[config.mk]
export PLATFORM = sky130hd
export DESIGN_NAME = scd_parser
export DESIGN_NICKNAME = d
export VERILOG_FILES = /design/src/hw/rtl/scd_pkg.sv /design/src/hw/rtl/scd_parser.sv
export SDC_FILE = /design/constraint.sdc
export NUM_CORES = 1
export LEC_CHECK = 0
export BUFFER_PORTS_ARGS = -buffer_cell sky130_fd_sc_hd__buf_2
export CAP_MARGIN = 0
export CELL_PAD_IN_SITES_DETAIL_PLACEMENT = 0
export CELL_PAD_IN_SITES_GLOBAL_PLACEMENT = 1
export CORE_ASPECT_RATIO = 1.2
export CORE_MARGIN = 3
export CORE_UTILIZATION = 48
export CTS_CLUSTER_SIZE = 28
export DETAILED_ROUTE_END_ITERATION = 10
export PLACE_DENSITY = 0.85
export SLEW_MARGIN = 25
export SYNTH_ARGS = -nofsm -noshare
export SYNTH_HDL_FRONTEND = slang
export SYNTH_SLANG_ARGS = --single-unit
[constraint.sdc]
create_clock -name clock -period 8.9 [get_ports clock]
set_input_delay 0.89 -clock clock [delete_from_list [all_inputs] [get_ports clock]]
set_output_delay 0.89 -clock clock [all_outputs]
set_load 0.05 [all_outputs]
[src/hw/rtl/scd_pkg.sv]
// scd_pkg: shared types, codes and constants of the sync command deframer
// no dependencies; imported by the parser and the top level
`default_nettype none

package scd_pkg;

   // ascii sync word "newtntp ", first byte received in the top byte
   localparam logic [63:0] SYNC_WORD = 64'h6E6577746E747020;

   // bytes in the sync window and in each header field
   localparam logic [3:0] WINDOW_BYTES = 4'd8;
   localparam logic [2:0] FIELD_BYTES  = 3'd4;

   // extra payload bytes that follow an eref length
   localparam logic [32:0] EREF_EXTRA = 33'd8;

   typedef enum logic [2:0] {
      PH_HUNT = 3'd0,
      PH_CMD  = 3'd1,
      PH_EXC  = 3'd2,
      PH_LEN  = 3'd3,
      PH_PAY  = 3'd4
   } phase_type;

   typedef enum logic [2:0] {
      ST_HUNT_FILL     = 3'd0,
      ST_HUNT_MISMATCH = 3'd1,
      ST_SYNC_MATCH    = 3'd2,
      ST_HDR_BYTE      = 3'd3,
      ST_HDR_DONE      = 3'd4,
      ST_PAYLOAD       = 3'd5,
      ST_DROPPED       = 3'd6
   } status_type;

   typedef enum logic [3:0] {
      CMD_NONE = 4'd0,
      CMD_CNNT = 4'd1,
      CMD_FOBJ = 4'd2,
      CMD_RSLT = 4'd3,
      CMD_TEXT = 4'd4,
      CMD_EERR = 4'd5,
      CMD_EREF = 4'd6,
      CMD_FSTK = 4'd7,
      CMD_EEXT = 4'd8
   } cmd_type;

   typedef struct packed {
      logic [7:0] rx_byte;
   } req_payload_type;

   typedef struct packed {
      logic [2:0]  status;
      logic [7:0]  data_byte;
      logic [3:0]  command;
      logic [31:0] msg_length;
      logic [31:0] exception_code;
      logic        send_ack;
      logic        end_of_message;
   } rsp_payload_type;

   // map four command characters to their code, none when unknown
   function automatic cmd_type cmd_lookup(input logic [31:0] chars);
      cmd_type code;
      unique case (chars)
         32'h636E6E74: code = CMD_CNNT;
         32'h666F626A: code = CMD_FOBJ;
         32'h72736C74: code = CMD_RSLT;
         32'h74657874: code = CMD_TEXT;
         32'h65657272: code = CMD_EERR;
         32'h65726566: code = CMD_EREF;
         32'h6673746B: code = CMD_FSTK;
         32'h65657874: code = CMD_EEXT;
         default:      code = CMD_NONE;
      endcase
      return code;
   endfunction

endpackage

`default_nettype wire

[src/hw/rtl/scd_parser.sv]
// scd_parser: deframer state registers and per-byte decode into one result
// depends on scd_pkg
`default_nettype none

module scd_parser (
   input  logic                     clock,
   input  logic                     reset,
   input  logic                     step_en,
   input  logic [7:0]               rx_byte,
   output scd_pkg::rsp_payload_type result
);
   import scd_pkg::*;

   phase_type   phase_ff, phase_in;
   logic [63:0] window_ff, window_in;
   logic [3:0]  fill_ff, fill_in;
   cmd_type     code_ff, code_in;
   logic [31:0] chars_ff, chars_in;
   logic [2:0]  count_ff, count_in;
   logic [31:0] length_ff, length_in;
   logic [31:0] exc_ff, exc_in;
   logic [32:0] remain_ff, remain_in;

   logic [2:0]  count_inc;
   logic [63:0] window_shift;
   logic [3:0]  fill_next;
   cmd_type     code_found;
   logic [31:0] length_shift;
   logic [32:0] remain_dec;
   status_type  status;
   logic        go_hunt;
   logic        ack;
   logic        eom;

   always_comb begin
      phase_in  = phase_ff;
      window_in = window_ff;
      fill_in   = fill_ff;
      code_in   = code_ff;
      chars_in  = chars_ff;
      count_in  = count_ff;
      length_in = length_ff;
      exc_in    = exc_ff;
      remain_in = remain_ff;
      status    = ST_HUNT_FILL;
      go_hunt   = 1'b0;
      ack       = 1'b0;
      eom       = 1'b0;

      count_inc    = count_ff + 3'd1;
      window_shift = {window_ff[55:0], rx_byte};
      fill_next    = (fill_ff < WINDOW_BYTES) ? fill_ff + 4'd1 : fill_ff;
      code_found   = cmd_lookup({chars_ff[23:0], rx_byte});
      length_shift = {length_ff[23:0], rx_byte};
      remain_dec   = remain_ff - {32'd0, (remain_ff != 33'd0)};

      unique case (phase_ff)
         PH_CMD: begin
            chars_in = {chars_ff[23:0], rx_byte};
            count_in = count_inc;
            status   = ST_HDR_BYTE;
            if (count_inc >= FIELD_BYTES) begin
               count_in = 3'd0;
               code_in  = code_found;
               if (code_found == CMD_NONE) begin
                  status  = ST_DROPPED;
                  go_hunt = 1'b1;
               end else begin
                  phase_in = (code_found == CMD_EERR) ? PH_EXC : PH_LEN;
               end
            end
         end
         PH_EXC: begin
            exc_in   = {exc_ff[23:0], rx_byte};
            count_in = count_inc;
            status   = ST_HDR_BYTE;
            if (count_inc >= FIELD_BYTES) begin
               count_in = 3'd0;
               phase_in = PH_LEN;
            end
         end
         PH_LEN: begin
            length_in = length_shift;
            count_in  = count_inc;
            status    = ST_HDR_BYTE;
            if (count_inc >= FIELD_BYTES) begin
               count_in  = 3'd0;
               status    = ST_HDR_DONE;
               remain_in = {1'b0, length_shift} +
                           ((code_ff == CMD_EREF) ? EREF_EXTRA : 33'd0);
               ack       = (code_ff == CMD_CNNT);
               if (remain_in == 33'd0) begin
                  eom     = 1'b1;
                  go_hunt = 1'b1;
               end else begin
                  phase_in = PH_PAY;
               end
            end
         end
         PH_PAY: begin
            status    = ST_PAYLOAD;
            remain_in = remain_dec;
            if (remain_dec == 33'd0) begin
               eom     = 1'b1;
               go_hunt = 1'b1;
            end
         end
         default: begin
            // hunting, also taken by the unused phase codes
            phase_in  = PH_HUNT;
            window_in = window_shift;
            fill_in   = fill_next;
            if (fill_next >= WINDOW_BYTES) begin
               if (window_shift == SYNC_WORD) begin
                  status    = ST_SYNC_MATCH;
                  phase_in  = PH_CMD;
                  count_in  = 3'd0;
                  code_in   = CMD_NONE;
                  chars_in  = 32'd0;
                  length_in = 32'd0;
                  exc_in    = 32'd0;
                  remain_in = 33'd0;
               end else begin
                  status = ST_HUNT_MISMATCH;
               end
            end
         end
      endcase

      result.status         = status;
      result.data_byte      = rx_byte;
      result.command        = code_in;
      result.msg_length     = (status == ST_HDR_DONE || status == ST_PAYLOAD) ?
                              length_in : 32'd0;
      result.exception_code = ((status == ST_HDR_DONE || status == ST_PAYLOAD) &&
                               code_in == CMD_EERR) ? exc_in : 32'd0;
      result.send_ack       = ack;
      result.end_of_message = eom;

      if (go_hunt) begin
         phase_in  = PH_HUNT;
         window_in = 64'd0;
         fill_in   = 4'd0;
         code_in   = CMD_NONE;
         count_in  = 3'd0;
      end
   end

   always_ff @(posedge clock) begin
      if (reset) begin
         phase_ff  <= PH_HUNT;
         window_ff <= 64'd0;
         fill_ff   <= 4'd0;
         code_ff   <= CMD_NONE;
         count_ff  <= 3'd0;
      end else if (step_en) begin
         phase_ff  <= phase_in;
         window_ff <= window_in;
         fill_ff   <= fill_in;
         code_ff   <= code_in;
         count_ff  <= count_in;
      end
   end

   // fields below are cleared on every sync match before they are read
   always_ff @(posedge clock) begin
      if (step_en) begin
         chars_ff  <= chars_in;
         length_ff <= length_in;
         exc_ff    <= exc_in;
         remain_ff <= remain_in;
      end
   end

endmodule

`default_nettype wire

Yosys cells after proc, flatten, opt, wreduce, memory -nomap -nowiden --
Index checks and enable logic that the tools add are counted.
Word-level totals: bits in registers 191, bits of input ports 11, word-level logic and storage cells 125
Cells by class: add/subtract/negate cells 4, $lt $le $gt $ge 3, equal/unequal tests 27, multiplexer cells 57, bitwise operators 2, reductions and logical operators 23
Operators by type and width (number):
- == test 32 x 31 -> 1 bit, second input constant | 8
- two-way mux 32 bit | 6
- one-hot mux 32 bit (2 select lines) | 2
- two-way mux 56 bit | 2
- two-way mux 33 bit | 3
- one-hot mux 33 bit (3 select lines) | 1
- zero test 33 bit | 2
- == test 64 x 63 -> 1 bit, second input constant | 1
- two-way mux 24 bit | 2
- one-hot mux 24 bit (2 select lines) | 1
- two-way mux 3 bit | 13
- adder 32 x 4 -> 33 bit | 1
- nonzero test 33 bit | 1
- subtractor 33 x 1 -> 33 bit | 1
- two-way mux 4 bit | 8
- one-hot mux 4 bit (8 select lines) | 1
- one-hot mux 3 bit (4 select lines) | 2
- != test 3 bit, second input constant | 5
- == test 4 x 3 -> 1 bit, second input constant | 3
- nonzero test 3 bit | 4
- OR reduction 3 bit | 4
- two-way mux 1 bit | 10
- == test 3 bit, second input constant | 3
- one-hot mux 4 bit (2 select lines) | 1
- 25 further kinds | 31

Logic depth before layout (Yosys ltp) --
Gate-level depths: netlist (run 1).
depth in word-level cells 10, depth in mapped cells 21

Worst setup path before layout (run 1) --
No wires, ideal clock.
path kind input-to-reg, start input port rx_byte[0], end register chars_ff[0] (enable), library setup time 536 ps, arrival time 6142 ps, data required time 8364 ps, setup slack 2222 ps, cell stages on the path 8, buffers on the path 2, cells stage by stage buf_2 -> nor3_1 -> nand3_1 -> or4_1 -> nor4_1 -> nand2b_1 -> clkbuf_1 -> a2111oi_0
Between the ends: longest elaborated chain between the ends 3
RTL lines:
- from (decl) | line scd_parser.sv:9 | input logic [7:0] rx_byte,
- == test 64 x 63 -> 1 bit | line scd_parser.sv:114 | if (window_shift == SYNC_WORD) begin
- nonzero test 2 bit (no source line)
- AND reduction 4 bit (no source line)
- to (signal assigned) | line scd_parser.sv:168 | chars_ff <= chars_in;
- to (decl) | line scd_parser.sv:18 | logic [31:0] chars_ff, chars_in;
No other way between the ends. A chain may end at the register's enable or synchronous reset.

==> impl_results.md, run 1 <==
- Endpoints failing setup: 0
- Tcrit/Tclk final: between 70% and 80%
- Post-Place Cell Area: approximately 11000 µm²
- Cts repair resizes: 0
- Final Power: ~2.1 mW
- Synth top area share: between 30% and 40%
- Row count: between 50 and 60
- Wirelength per Cell: between 20 and 25 µm
- Antenna violations before repair: 0
- Worst-path clk slew: roughly 0.08 ns
- First-pass iteration count of the detailed router: 5
- Clock Latency Late Sink: approximately 0.44 ns
- Fin area: between 10000 and 15000 µm²
- Most frequent cell after synthesis: edfxtp_1
- IO Port Bufs: 91
- Synth Instances: 1097
- CP Data Arrival Time: approximately 5.6 ns
- Layout net count: around 1100
- Commonest cells post-synth: edfxtp_1 (121), nor2_1 (116), nor3_1 (91)
- TritonCTS Buffers: 17
- Max-Cap Viols: 0
- DP HPWL: 20190 µm
- DP Cell Count: between 1000 and 1500
- CTS Buffer Depth: 2
- Clock power share: 37.2%
- Number of post-CTS setup repair buffers: 0
- Fin. Hold Viols: 0
- Vias in the first global route: 8334
- Mapped Nets: 1115
- GRT Util Overall: between 20% and 30%
- Clk root buf: clkbuf_16
- Core Util, Final: between 50% and 60%
- Width of the die: between 100 and 150 µm
- Final WL: between 20000 and 30000 µm
- Internal power: 1.487 mW
- Sw frac: 28.56%
- EDFF count, synth: between 100 and 150
- Die area: about 25000 µm²
- Cts hold-fix bufs: 0
- Setup TNS: 0 ns
- Worst VDD drop: between 0.0001 and 0.00015 V
- Setup CP Type: reg2out
- Slew margin rel.: 41.33%
- RSZ-0062 raised after global routing: false
- Total congestion overflow: 0
- YS warnings: 0
- Library cells used by synthesis: 73
- PwrDens: around 170 nW/µm²
- Area leader, netlist: edfxtp_1
- DR iter-0 viols: approximately 710
- CTS tree: done
- Vias per Instance: roughly 6.2
- Crit. End Element: output pin
- Gp weighted congestion: 0.9512
- Largest net degree at the start of global routing: 75
- Worst Path Max Fanout: 8
- Area delta synth->final: 9.651%
- Layout cells sized above 1: 17.28%
- Sequential area share after synthesis: a little under half
- I/O pins: between 90 and 100
- Via count: about 9000
- Post-synthesis register bit count: approximately 190
- Least-Margin Pin Slew: 0.8733 ns
- Req. time, crit path: 8.01 ns
- Worst min-delay path category: reg2reg
- Detail Route Antenna Nets: 0
- Mapped Avg Cell Area: about 10 µm²
- Slew Limit Fails: 0
- DRC violations left: 0
- Fin crit period: 6.475 ns
- Sw Pwr: approximately 600 µW
- F_max: between 150 and 200 MHz
- Clock sinks: between 150 and 200
- H-tree depth: 4
- Synthesized area: ~11000 µm²
- Status: finished, final reports clean
- P_leak: approximately 4.3 nW
- Flop pwr share: around 50%
- Ys flop type: edfxtp_1
- Startpoint types: register
- Asr flop ratio synth: 0%
- Ranking of synthesized cells by area: edfxtp_1 (33%), dfxtp_1 (13%), mux2i_1 (6.0%)
- First-pass GRT wire length: ~46000 µm
- Die height: around 170 µm
- Worst Skew: 0.01536 ns
- Non-Filler Instances: around 1400
- Gate power share: between 10 and 15%
- Core area: about 22000 µm²
- Initial Utilization: between 40 and 50%
registers in the layout (all words and copies together) (netlist names):
register   count
fill_ff        4
count_ff       3
length_ff     32
exc_ff        32
window_ff     56
phase_ff       3
remain_ff     33
chars_ff      24
code_ff        4
cells in the final DEF (no fill, tap or decap), drive strengths merged, types with 18 or more instances in the layout:
cell | synthesis | final
a21oi | 18 | 18
and2 | 28 | 28
buf | 37 | 105
clkbuf | 63 | 18
dfxtp | 70 | 70
edfxtp | 121 | 121
inv | 9 | 18
mux2i | 66 | 66
nand2 | 54 | 54
nand3 | 34 | 34
nand4 | 27 | 27
nor2 | 117 | 117
nor3 | 98 | 98
nor4 | 30 | 30
o21ai | 18 | 18
o221a | 55 | 55
o22ai | 27 | 27
xnor2 | 47 | 47
xor2 | 19 | 19
per-stage QoR:
stage | hold slack, ns | worst slack [ns]
2_1_floorplan | 0.4590 | 2.222
3_3_place_gp | 0.4792 | 2.374
3_5_place_dp | 0.4908 | 2.468
4_1_cts | 0.5029 | 2.439
5_1_grt | 0.5209 | 1.946
6_report | 0.5024 | 2.425
worst max-delay path: stages, from the launching register on:
cell and delay, ns:
edfxtp_1 0.48, or4_1 0.58, or4_1 0.48, or3_1 0.40, nor4_1 0.40, nand3_1 0.17, ha_1 0.23, ha_1 0.25
nand2b_1 0.20, or3_1 0.36, nor2_1 0.10, xnor2_1 0.23, nand4_1 0.11, nor3_1 0.15, nand4_1 0.11, nor4_1 0.31
nand3_1 0.12, o41ai_1 0.12, buf_2 0.35
logic make-up after synthesis:
group           after synthesis  share of synthesized area (%)
simple gates                497                          24.72
buf+inv                     110                          4.957
flops                       191                          45.96
mux                          68                          6.236
fa+ha+maj                     8                         0.8909
xor+xnor                     66                          5.277
compound gates              157                          11.96
layout make-up:
class / instances / area (µm²)
clock buffer: 18 / 429.2
antenna: 1 / 2.502
timing repair buffer: 105 / 560.5
sequential: 191 / 5035
tap: 274 / 342.8
fill: 1987 / 10060
inverter: 10 / 37.54
multi-input combinational: 796 / 5434
clock inverter: 14 / 170.2
power groups by stage:
stage                     sequential (mW)  clock [mW]  combinational [mW]
final                                1.07       0.774               0.235
after global routing                 1.08       0.821               0.260
after CTS                            1.07       0.785               0.235
after detailed placement             1.09           0               0.234
after global placement               1.09           0               0.229
after floorplan                      1.06           0               0.193
worst paths after layout:
check | cells past startpoint | from | slack [ns] | to
max | 18 | remain_ff[22]$_DFFE_PP_ | 2.43 | result[0]
min | 2 | code_ff[0]$_SDFFE_PP0P_ | 0.50 | code_ff[0]$_SDFFE_PP0P_
min reg2reg | 2 | code_ff[0]$_SDFFE_PP0P_ | 0.50 | code_ff[0]$_SDFFE_PP0P_
max reg2reg | 18 | remain_ff[22]$_DFFE_PP_ | 3.01 | fill_ff[0]$_SDFFE_PP0P_
per-layer routing:
layer	vias to the layer above	wire (µm)	GRT usage, %
met5	-	0	0
met4	0	731	7.535
met3	44	1298	3.170
met2	269	14740	40.62
met1	4287	12120	30.78
li1	4192	-	-
Note: power is estimated with default switching activity, not from simulation.
==> run 2: changes to the inputs <==
==> constraint.sdc (replaced) <==
create_clock -name clock -period 6.4 [get_ports clock]
set_input_delay 0.64 -clock clock [delete_from_list [all_inputs] [get_ports clock]]
set_output_delay 0.64 -clock clock [all_outputs]
set_load 0.05 [all_outputs]
==> impl_results.md, run 2 (same netlist as run 1, synthesis figures left out) <==
- Status: finished, final reports clean
- Detail Route Antenna Nets: 0 (unchanged)
- Reg2reg path depth: 17 (-1)
- Worst Path Max Fanout: 8 (unchanged)
- Area delta synth->final: 10.25%
- Least-Margin Pin Slew: 0.9984 ns (+0.1251 ns)
- Width of the die: 143.9 µm (unchanged)
- P_leak: 4.308 nW (+0.72%)
- RSZ-0062 raised after global routing: false
- Worst-path clk slew: 0.08 ns (about the same)
- Final WL: 29380 µm (+1.7%)
- Gp weighted congestion: 0.9067 (-4.7%)
- Clock Latency Late Sink: 0.44 ns (about the same)
- Worst VDD drop: 0.0001963 V (+51%)
- Initial Utilization: 49.63% (unchanged)
- Crit. End Element: output pin
- Critical path, cell by cell: or4_1, or4_1, or3_1, nor4_2, nand3_1, ha_1, ha_1, nand2b_1, or3_4, nor2_1, xnor2_1, nand4_1, nor3_1, nand4_1, nor4_1, nand3_1, o41ai_1, buf_2
- Biggest regs: window_ff: 56 flops, remain_ff: 33 flops
- Worst Skew: 0.01588 ns (+0.0005133 ns)
- Layout cells sized above 1: 17.73% (+0.45 points)
- Antenna violations before repair: 0 (unchanged)
- Post-Place Setup Slack: 0.6286 ns (-1.839 ns)
- Internal reg-to-reg setup slack: 0.85 ns (-2.16 ns)
- R2R Path Start: remain_ff[22]$_DFFE_PP_
- N_diodes: 0 (-1)
- Clk root buf: clkbuf_16
- CTS Buffer Depth: 2 (unchanged)
- Max-Cap Viols: 0 (unchanged)
- I/O pins: 92 (unchanged)
- CP Data Arrival Time: 5.28 ns (-0.30 ns)
- DP HPWL: 20710 µm (+2.6%)
- Setup CP Type: reg2out
- Commonest non-fill, non-tap cell in the layout: edfxtp_1
- Final Power: 2.921 mW (+40%)
- R2R Path End: window_ff[41]$_SDFFE_PP0P_
- Crit-path max cell delay: 0.57 ns (about the same)
- Vias per Instance: 6.223 (-0.27%)
- Req. time, crit path: 5.76 ns (-2.25 ns)
- Hold Path End: count_ff[1]$_SDFFE_PP0P_
- Most frequent cells in the layout: edfxtp_1 (121), nor2_1 (114), nor3_1 (91), buf_2 (91), dfxtp_1 (70)
- CTS tree: done
- Layout net count: 1144 (+0.44%)
- Max reg flops: 56 (unchanged)
- Total congestion overflow: 0 (unchanged)
- Largest net degree at the start of global routing: 79 (+5.3%)
- Fin. Hold Viols: 0 (unchanged)
- First-pass iteration count of the detailed router: 6 (+1)
- Slew Limit Fails: 0 (unchanged)
- DRC violations left: 0 (unchanged)
- Cts repair resizes: 0 (unchanged)
- GRT Util Overall: 24.18% (+0.58 points)
- TritonCTS Buffers: 17 (unchanged)
- Worst setup margin: 0.4756 ns (-1.950 ns)
- First-pass GRT wire length: 47250 µm (+2.5%)
- PwrDens: 241.9 nW/µm² (+40%)
- F_max: 168.8 MHz
- Wirelength per Cell: 20.79 µm (+1.4%)
- Die area: 24680 µm² (unchanged)
- Crit path max-delay family: simple AND/OR/NAND/NOR gates
- Worst min-delay path category: reg2reg
- Row count: 59 (unchanged)
- Biggest register: window_ff
- Cts hold-fix bufs: 0 (unchanged)
- Setup TNS: 0 ns (unchanged)
- H-tree depth: 4 (unchanged)
- Via count: 8793 (+0.011%)
- DR iter-0 viols: 669 (-5.1%)
- Endpoints failing setup: 0 (unchanged)
- DP Cell Count: 1381 (+0.36%)
- Fin crit period: a little under 6 ns
- Number of post-CTS setup repair buffers: 0 (unchanged)
- WHS Path Cells: 2 (unchanged)
- Hold Startpoint: count_ff[1]$_SDFFE_PP0P_
- Slowest stage cell, crit path: or4_1
- Non-Filler Instances: 1413 (+0.28%)
- Slew margin rel.: 33.29% (-8.0 points)
- Vias in the first global route: 8590 (+3.1%)
- Tcrit/Tclk final: 92.57%
- Clock sinks: 191 (unchanged)
- Buf/Inv on CP: 1 (unchanged)
- Die height: 171.5 µm (unchanged)
- IO Port Bufs: 91 (unchanged)
- Startpoint types: register
- Core area: 22070 µm² (unchanged)
-- run 2: cell count changes in the layout (fill, tap and decap cells not counted), moves of 2 or more --
cell    previous run  this run
inv_8              2         4
buf_4             14        19
inv_12             2         0
inv_6              4         2
-- run 2: cell type report --
| type | count | area (µm²) |
|---|---|---|
| repair buffers | 110 | 598.1 |
| well taps | 274 | 342.8 |
| clock buffers | 17 | 425.4 |
| fillers | 1956 | 9996 |
| inverters | 10 | 37.54 |
| clock inverters | 15 | 193.9 |
| multi-input cells | 796 | 5444 |
| flip-flops and latches | 191 | 5035 |
-- run 2: stage by stage --
step	cell area, µm²	hold WS [ns]	utilization (%)
final	12080	0.4984	54.71
after global routing	12080	0.5196	54.71
after detailed placement	11440	0.4889	51.82
after floorplan	10960	0.4590	-
after CTS	12060	0.4993	54.63
after global placement	11430	0.4762	51.80
-- run 2: how the worst max path moves through the flow --
stage | cells after the start | end | start | slack, ns
after global routing | 18 | result[0] | remain_ff[22]$_DFFE_PP_ | 0.07
final | 18 | result[0] | remain_ff[22]$_DFFE_PP_ | 0.48
after global placement | 18 | fill_ff[0]$_SDFFE_PP0P_ | remain_ff[23]$_DFFE_PP_ | 0.75
after detailed placement | 18 | fill_ff[0]$_SDFFE_PP0P_ | remain_ff[22]$_DFFE_PP_ | 0.63
after floorplan | 13 | result[10] | rx_byte[0] | 1.03
after CTS | 18 | result[0] | remain_ff[22]$_DFFE_PP_ | 0.24
-- run 2: layer usage --
layer	share of wire, %	global-route usage [%]	vias up
met5	0	0	-
met4	2.7	8.354	0
met3	5.0	3.810	47
met2	51	41.92	261
met1	41	30.65	4281
li1	-	-	4204
-- run 2: report_power, final --
group          internal (mW)  total (mW)  switching, mW
sequential              1.41        1.49         0.0832
combinational          0.128       0.328          0.200
clock                  0.566        1.10          0.535
-- run 2: worst register-to-register path, cell delays in order (launching register included) --
cell	delay, ns
edfxtp_1	0.48
or4_1	0.57
or4_1	0.49
or3_1	0.42
nor4_2	0.30
nand3_1	0.15
ha_1	0.22
ha_1	0.26
nand2b_1	0.21
or3_4	0.23
or3_4	0.16
a21oi_1	0.07
o32ai_1	0.33
nor4b_4	0.37
a32oi_4	0.16
a31oi_4	0.24
buf_4	0.51
o221a_2	0.34
==> run 3: changes to the inputs <==
--- a/config.mk
+++ b/config.mk
@@ -5,16 +5,17 @@
 export SDC_FILE = /design/constraint.sdc
 export NUM_CORES = 1
 export LEC_CHECK = 0
+export ABC_AREA = 0
 export BUFFER_PORTS_ARGS = -buffer_cell sky130_fd_sc_hd__buf_2
 export CAP_MARGIN = 0
 export CELL_PAD_IN_SITES_DETAIL_PLACEMENT = 0
 export CELL_PAD_IN_SITES_GLOBAL_PLACEMENT = 1
 export CORE_ASPECT_RATIO = 1.2
 export CORE_MARGIN = 3
-export CORE_UTILIZATION = 48
+export CORE_UTILIZATION = 49
 export CTS_CLUSTER_SIZE = 28
 export DETAILED_ROUTE_END_ITERATION = 10
-export PLACE_DENSITY = 0.85
+export PLACE_DENSITY = 0.87
 export SLEW_MARGIN = 25
 export SYNTH_ARGS = -nofsm -noshare
 export SYNTH_HDL_FRONTEND = slang
==> constraint.sdc (replaced) <==
create_clock -name clock -period 6.9 [get_ports clock]
set_input_delay 0.69 -clock clock [delete_from_list [all_inputs] [get_ports clock]]
set_output_delay 0.69 -clock clock [all_outputs]
set_load 0.05 [all_outputs]
==> impl_results.md, run 3 (same netlist as run 1, synthesis figures left out) <==
- Status: finished, final reports clean
- Sw Pwr: 779.4 µW (-4.7%)
- Die area: 24190 µm² (-2.0%)
- Endpoints failing setup: 0 (unchanged)
- Biggest register: window_ff
- RSZ-0062 raised after global routing: false
- Gp weighted congestion: 0.9579 (+5.6%)
- Number of post-CTS setup repair buffers: 0 (unchanged)
- DRC violations left: 0 (unchanged)
- Wirelength per Cell: 20.84 µm (+0.23%)
- Fin crit period: ~6.2 ns
- Most frequent cells in the layout: edfxtp_1 (121), nor2_1 (114), nor3_1 (91), buf_2 (91), dfxtp_1 (70)
- I/O pins: 92 (unchanged)
- Slew margin rel.: 34.12% (+0.83 points)
- Worst-path clk slew: 0.08 ns (about the same)
- Clock Latency Late Sink: 0.44 ns (about the same)
- GRT Util Overall: 23.71% (-0.47 points)
- Row count: 59 (unchanged)
- Antenna violations before repair: 0 (unchanged)
- Biggest regs: window_ff: 56 flops, remain_ff: 33 flops
- DR iter-0 viols: 700 (+4.6%)
- CTS tree: done
- N_diodes: 0 (unchanged)
- CP Data Arrival Time: 5.54 ns (+0.26 ns)
- DP HPWL: 20510 µm (-0.96%)
- Initial Utilization: 50.13% (+0.50 points)
- Layout cells sized above 1: 17.41% (-0.32 points)
- CTS Buffer Depth: 2 (unchanged)
- Setup TNS: 0 ns (unchanged)
- Startpoint types: register
- Via count: 8784 (-0.10%)
- Final Power: 2.706 mW (-7.4%)
- Max-Cap Viols: 0 (unchanged)
- Core area: 21850 µm² (-1.0%)
- Cts repair resizes: 0 (unchanged)
- Final WL: 29400 µm (about the same)
- Die height: 169.8 µm (-0.99%)
- Layout net count: 1142 (-0.17%)
- IO Port Bufs: 91 (unchanged)
- Clk root buf: clkbuf_16
- Tcrit/Tclk final: around nine tenths
- Worst Skew: 0.01170 ns (-0.004182 ns)
- Req. time, crit path: 6.21 ns (+0.45 ns)
- Slew Limit Fails: 0 (unchanged)
- TritonCTS Buffers: 17 (unchanged)
- Vias in the first global route: 8299 (-3.4%)
- First-pass iteration count of the detailed router: 5 (-1)
- Worst min-delay path category: reg2reg
- Flop pwr share: 51.1% (about the same)
- Vias per Instance: 6.225 (about the same)
- Cts hold-fix bufs: 0 (unchanged)
- Flip-flop and latch area: 5035 µm² (unchanged)
- Area delta synth->final: 10.10%
- Detail Route Antenna Nets: 0 (unchanged)
- Footprint of the multi-input gates: 5425 µm² (-0.34%)
- Worst VDD drop: 0.0001824 V (-7.1%)
- Clock sinks: 191 (unchanged)
- Max reg flops: 56 (unchanged)
- H-tree depth: 4 (unchanged)
- F_max: 160.4 MHz
- Commonest non-fill, non-tap cell in the layout: edfxtp_1
- First-pass GRT wire length: 45400 µm (-3.9%)
- Crit. End Element: output pin
- Largest net degree at the start of global routing: 75 (-5.1%)
- Clock power share: 37.4% (-0.3 points)
- Sw frac: 28.80% (+0.79 points)
- Width of the die: 142.5 µm (-0.98%)
- Worst Path Max Fanout: 8 (unchanged)
- PwrDens: 224.4 nW/µm² (-7.2%)
- Internal power: 1.927 mW (-8.4%)
- P_leak: 4.297 nW (-0.24%)
- Gate power share: 11.4% (+0.2 points)
- Filler cell count in the final layout: 1935 (-1.1%)
- Fin. Hold Viols: 0 (unchanged)
- Setup CP Type: reg2out
- Least-Margin Pin Slew: 0.9882 ns (-0.01025 ns)
- Total congestion overflow: 0 (unchanged)
-- run 3: final timing paths --
| check | startpoint | depth (start not counted) | slack, ns | to |
|---|---|---|---|---|
| hold reg to reg | code_ff[3]$_SDFFE_PP0P_ | 2 | 0.51 | code_ff[3]$_SDFFE_PP0P_ |
| setup / recovery | remain_ff[23]$_DFFE_PP_ | 18 | 0.67 | result[0] |
| setup reg to reg | remain_ff[23]$_DFFE_PP_ | 17 | 1.01 | window_ff[26]$_SDFFE_PP0P_ |
| hold / removal | code_ff[3]$_SDFFE_PP0P_ | 2 | 0.51 | code_ff[3]$_SDFFE_PP0P_ |
-- run 3: critical path: stages, from the launching register on --
cell and delay, ns:
edfxtp_1 0.44, or4_1 0.61, or4_1 0.48, or3_1 0.41, nor4_1 0.36, nand3_1 0.16
ha_1 0.23, ha_1 0.25, nand2b_1 0.20, or3_1 0.34, nor2_1 0.09, xnor2_1 0.27
nand4_1 0.12, nor3_1 0.15, nand4_1 0.11, nor4_1 0.32, nand3_1 0.12, o41ai_1 0.10
buf_2 0.33
-- run 3: cell type report --
| class | instances | share of cell area (%) |
|---|---|---|
| inverter | 10 | 0.3112 |
| timing repair buffer | 108 | 5.001 |
| sequential | 191 | 41.75 |
| multi-input combinational | 796 | 44.98 |
| clock buffer | 17 | 3.527 |
| tap | 274 | 2.843 |
| clock inverter | 15 | 1.587 |
-- run 3: power by group through the flow --
stage	Combinational, mW	Clock [mW]	Sequential [mW]
2_1_floorplan	0.250	0	1.37
3_3_place_gp	0.300	0	1.40
3_5_place_dp	0.309	0	1.41
4_1_cts	0.311	1.02	1.38
5_1_grt	0.339	1.07	1.39
6_report	0.310	1.01	1.38
-- run 3: stage by stage --
step                setup WS, ns  std cells  area, µm²  hold slack (ns)  utilization [%]
floorplan                 0.4217       1097      10950           0.4590                -
global placement           1.215       1378      11410           0.4768            52.22
detailed placement         1.138       1379      11440           0.4859            52.37
CTS                       0.7328       1411      12060           0.4981            55.19
global route              0.2770       1411      12060           0.5174            55.19
finish                    0.6663       1411      12060           0.5076            55.19
-- run 3: per-layer routing --
metal  global-route usage [%]  wire length (µm)  vias to the layer above
met1                    30.74             12590                     4280
met3                    3.326              1411                       41
met5                        0                 0                        -
met2                    41.17             14830                      270
li1                         -                 -                     4193
met4                    7.028               567                        0
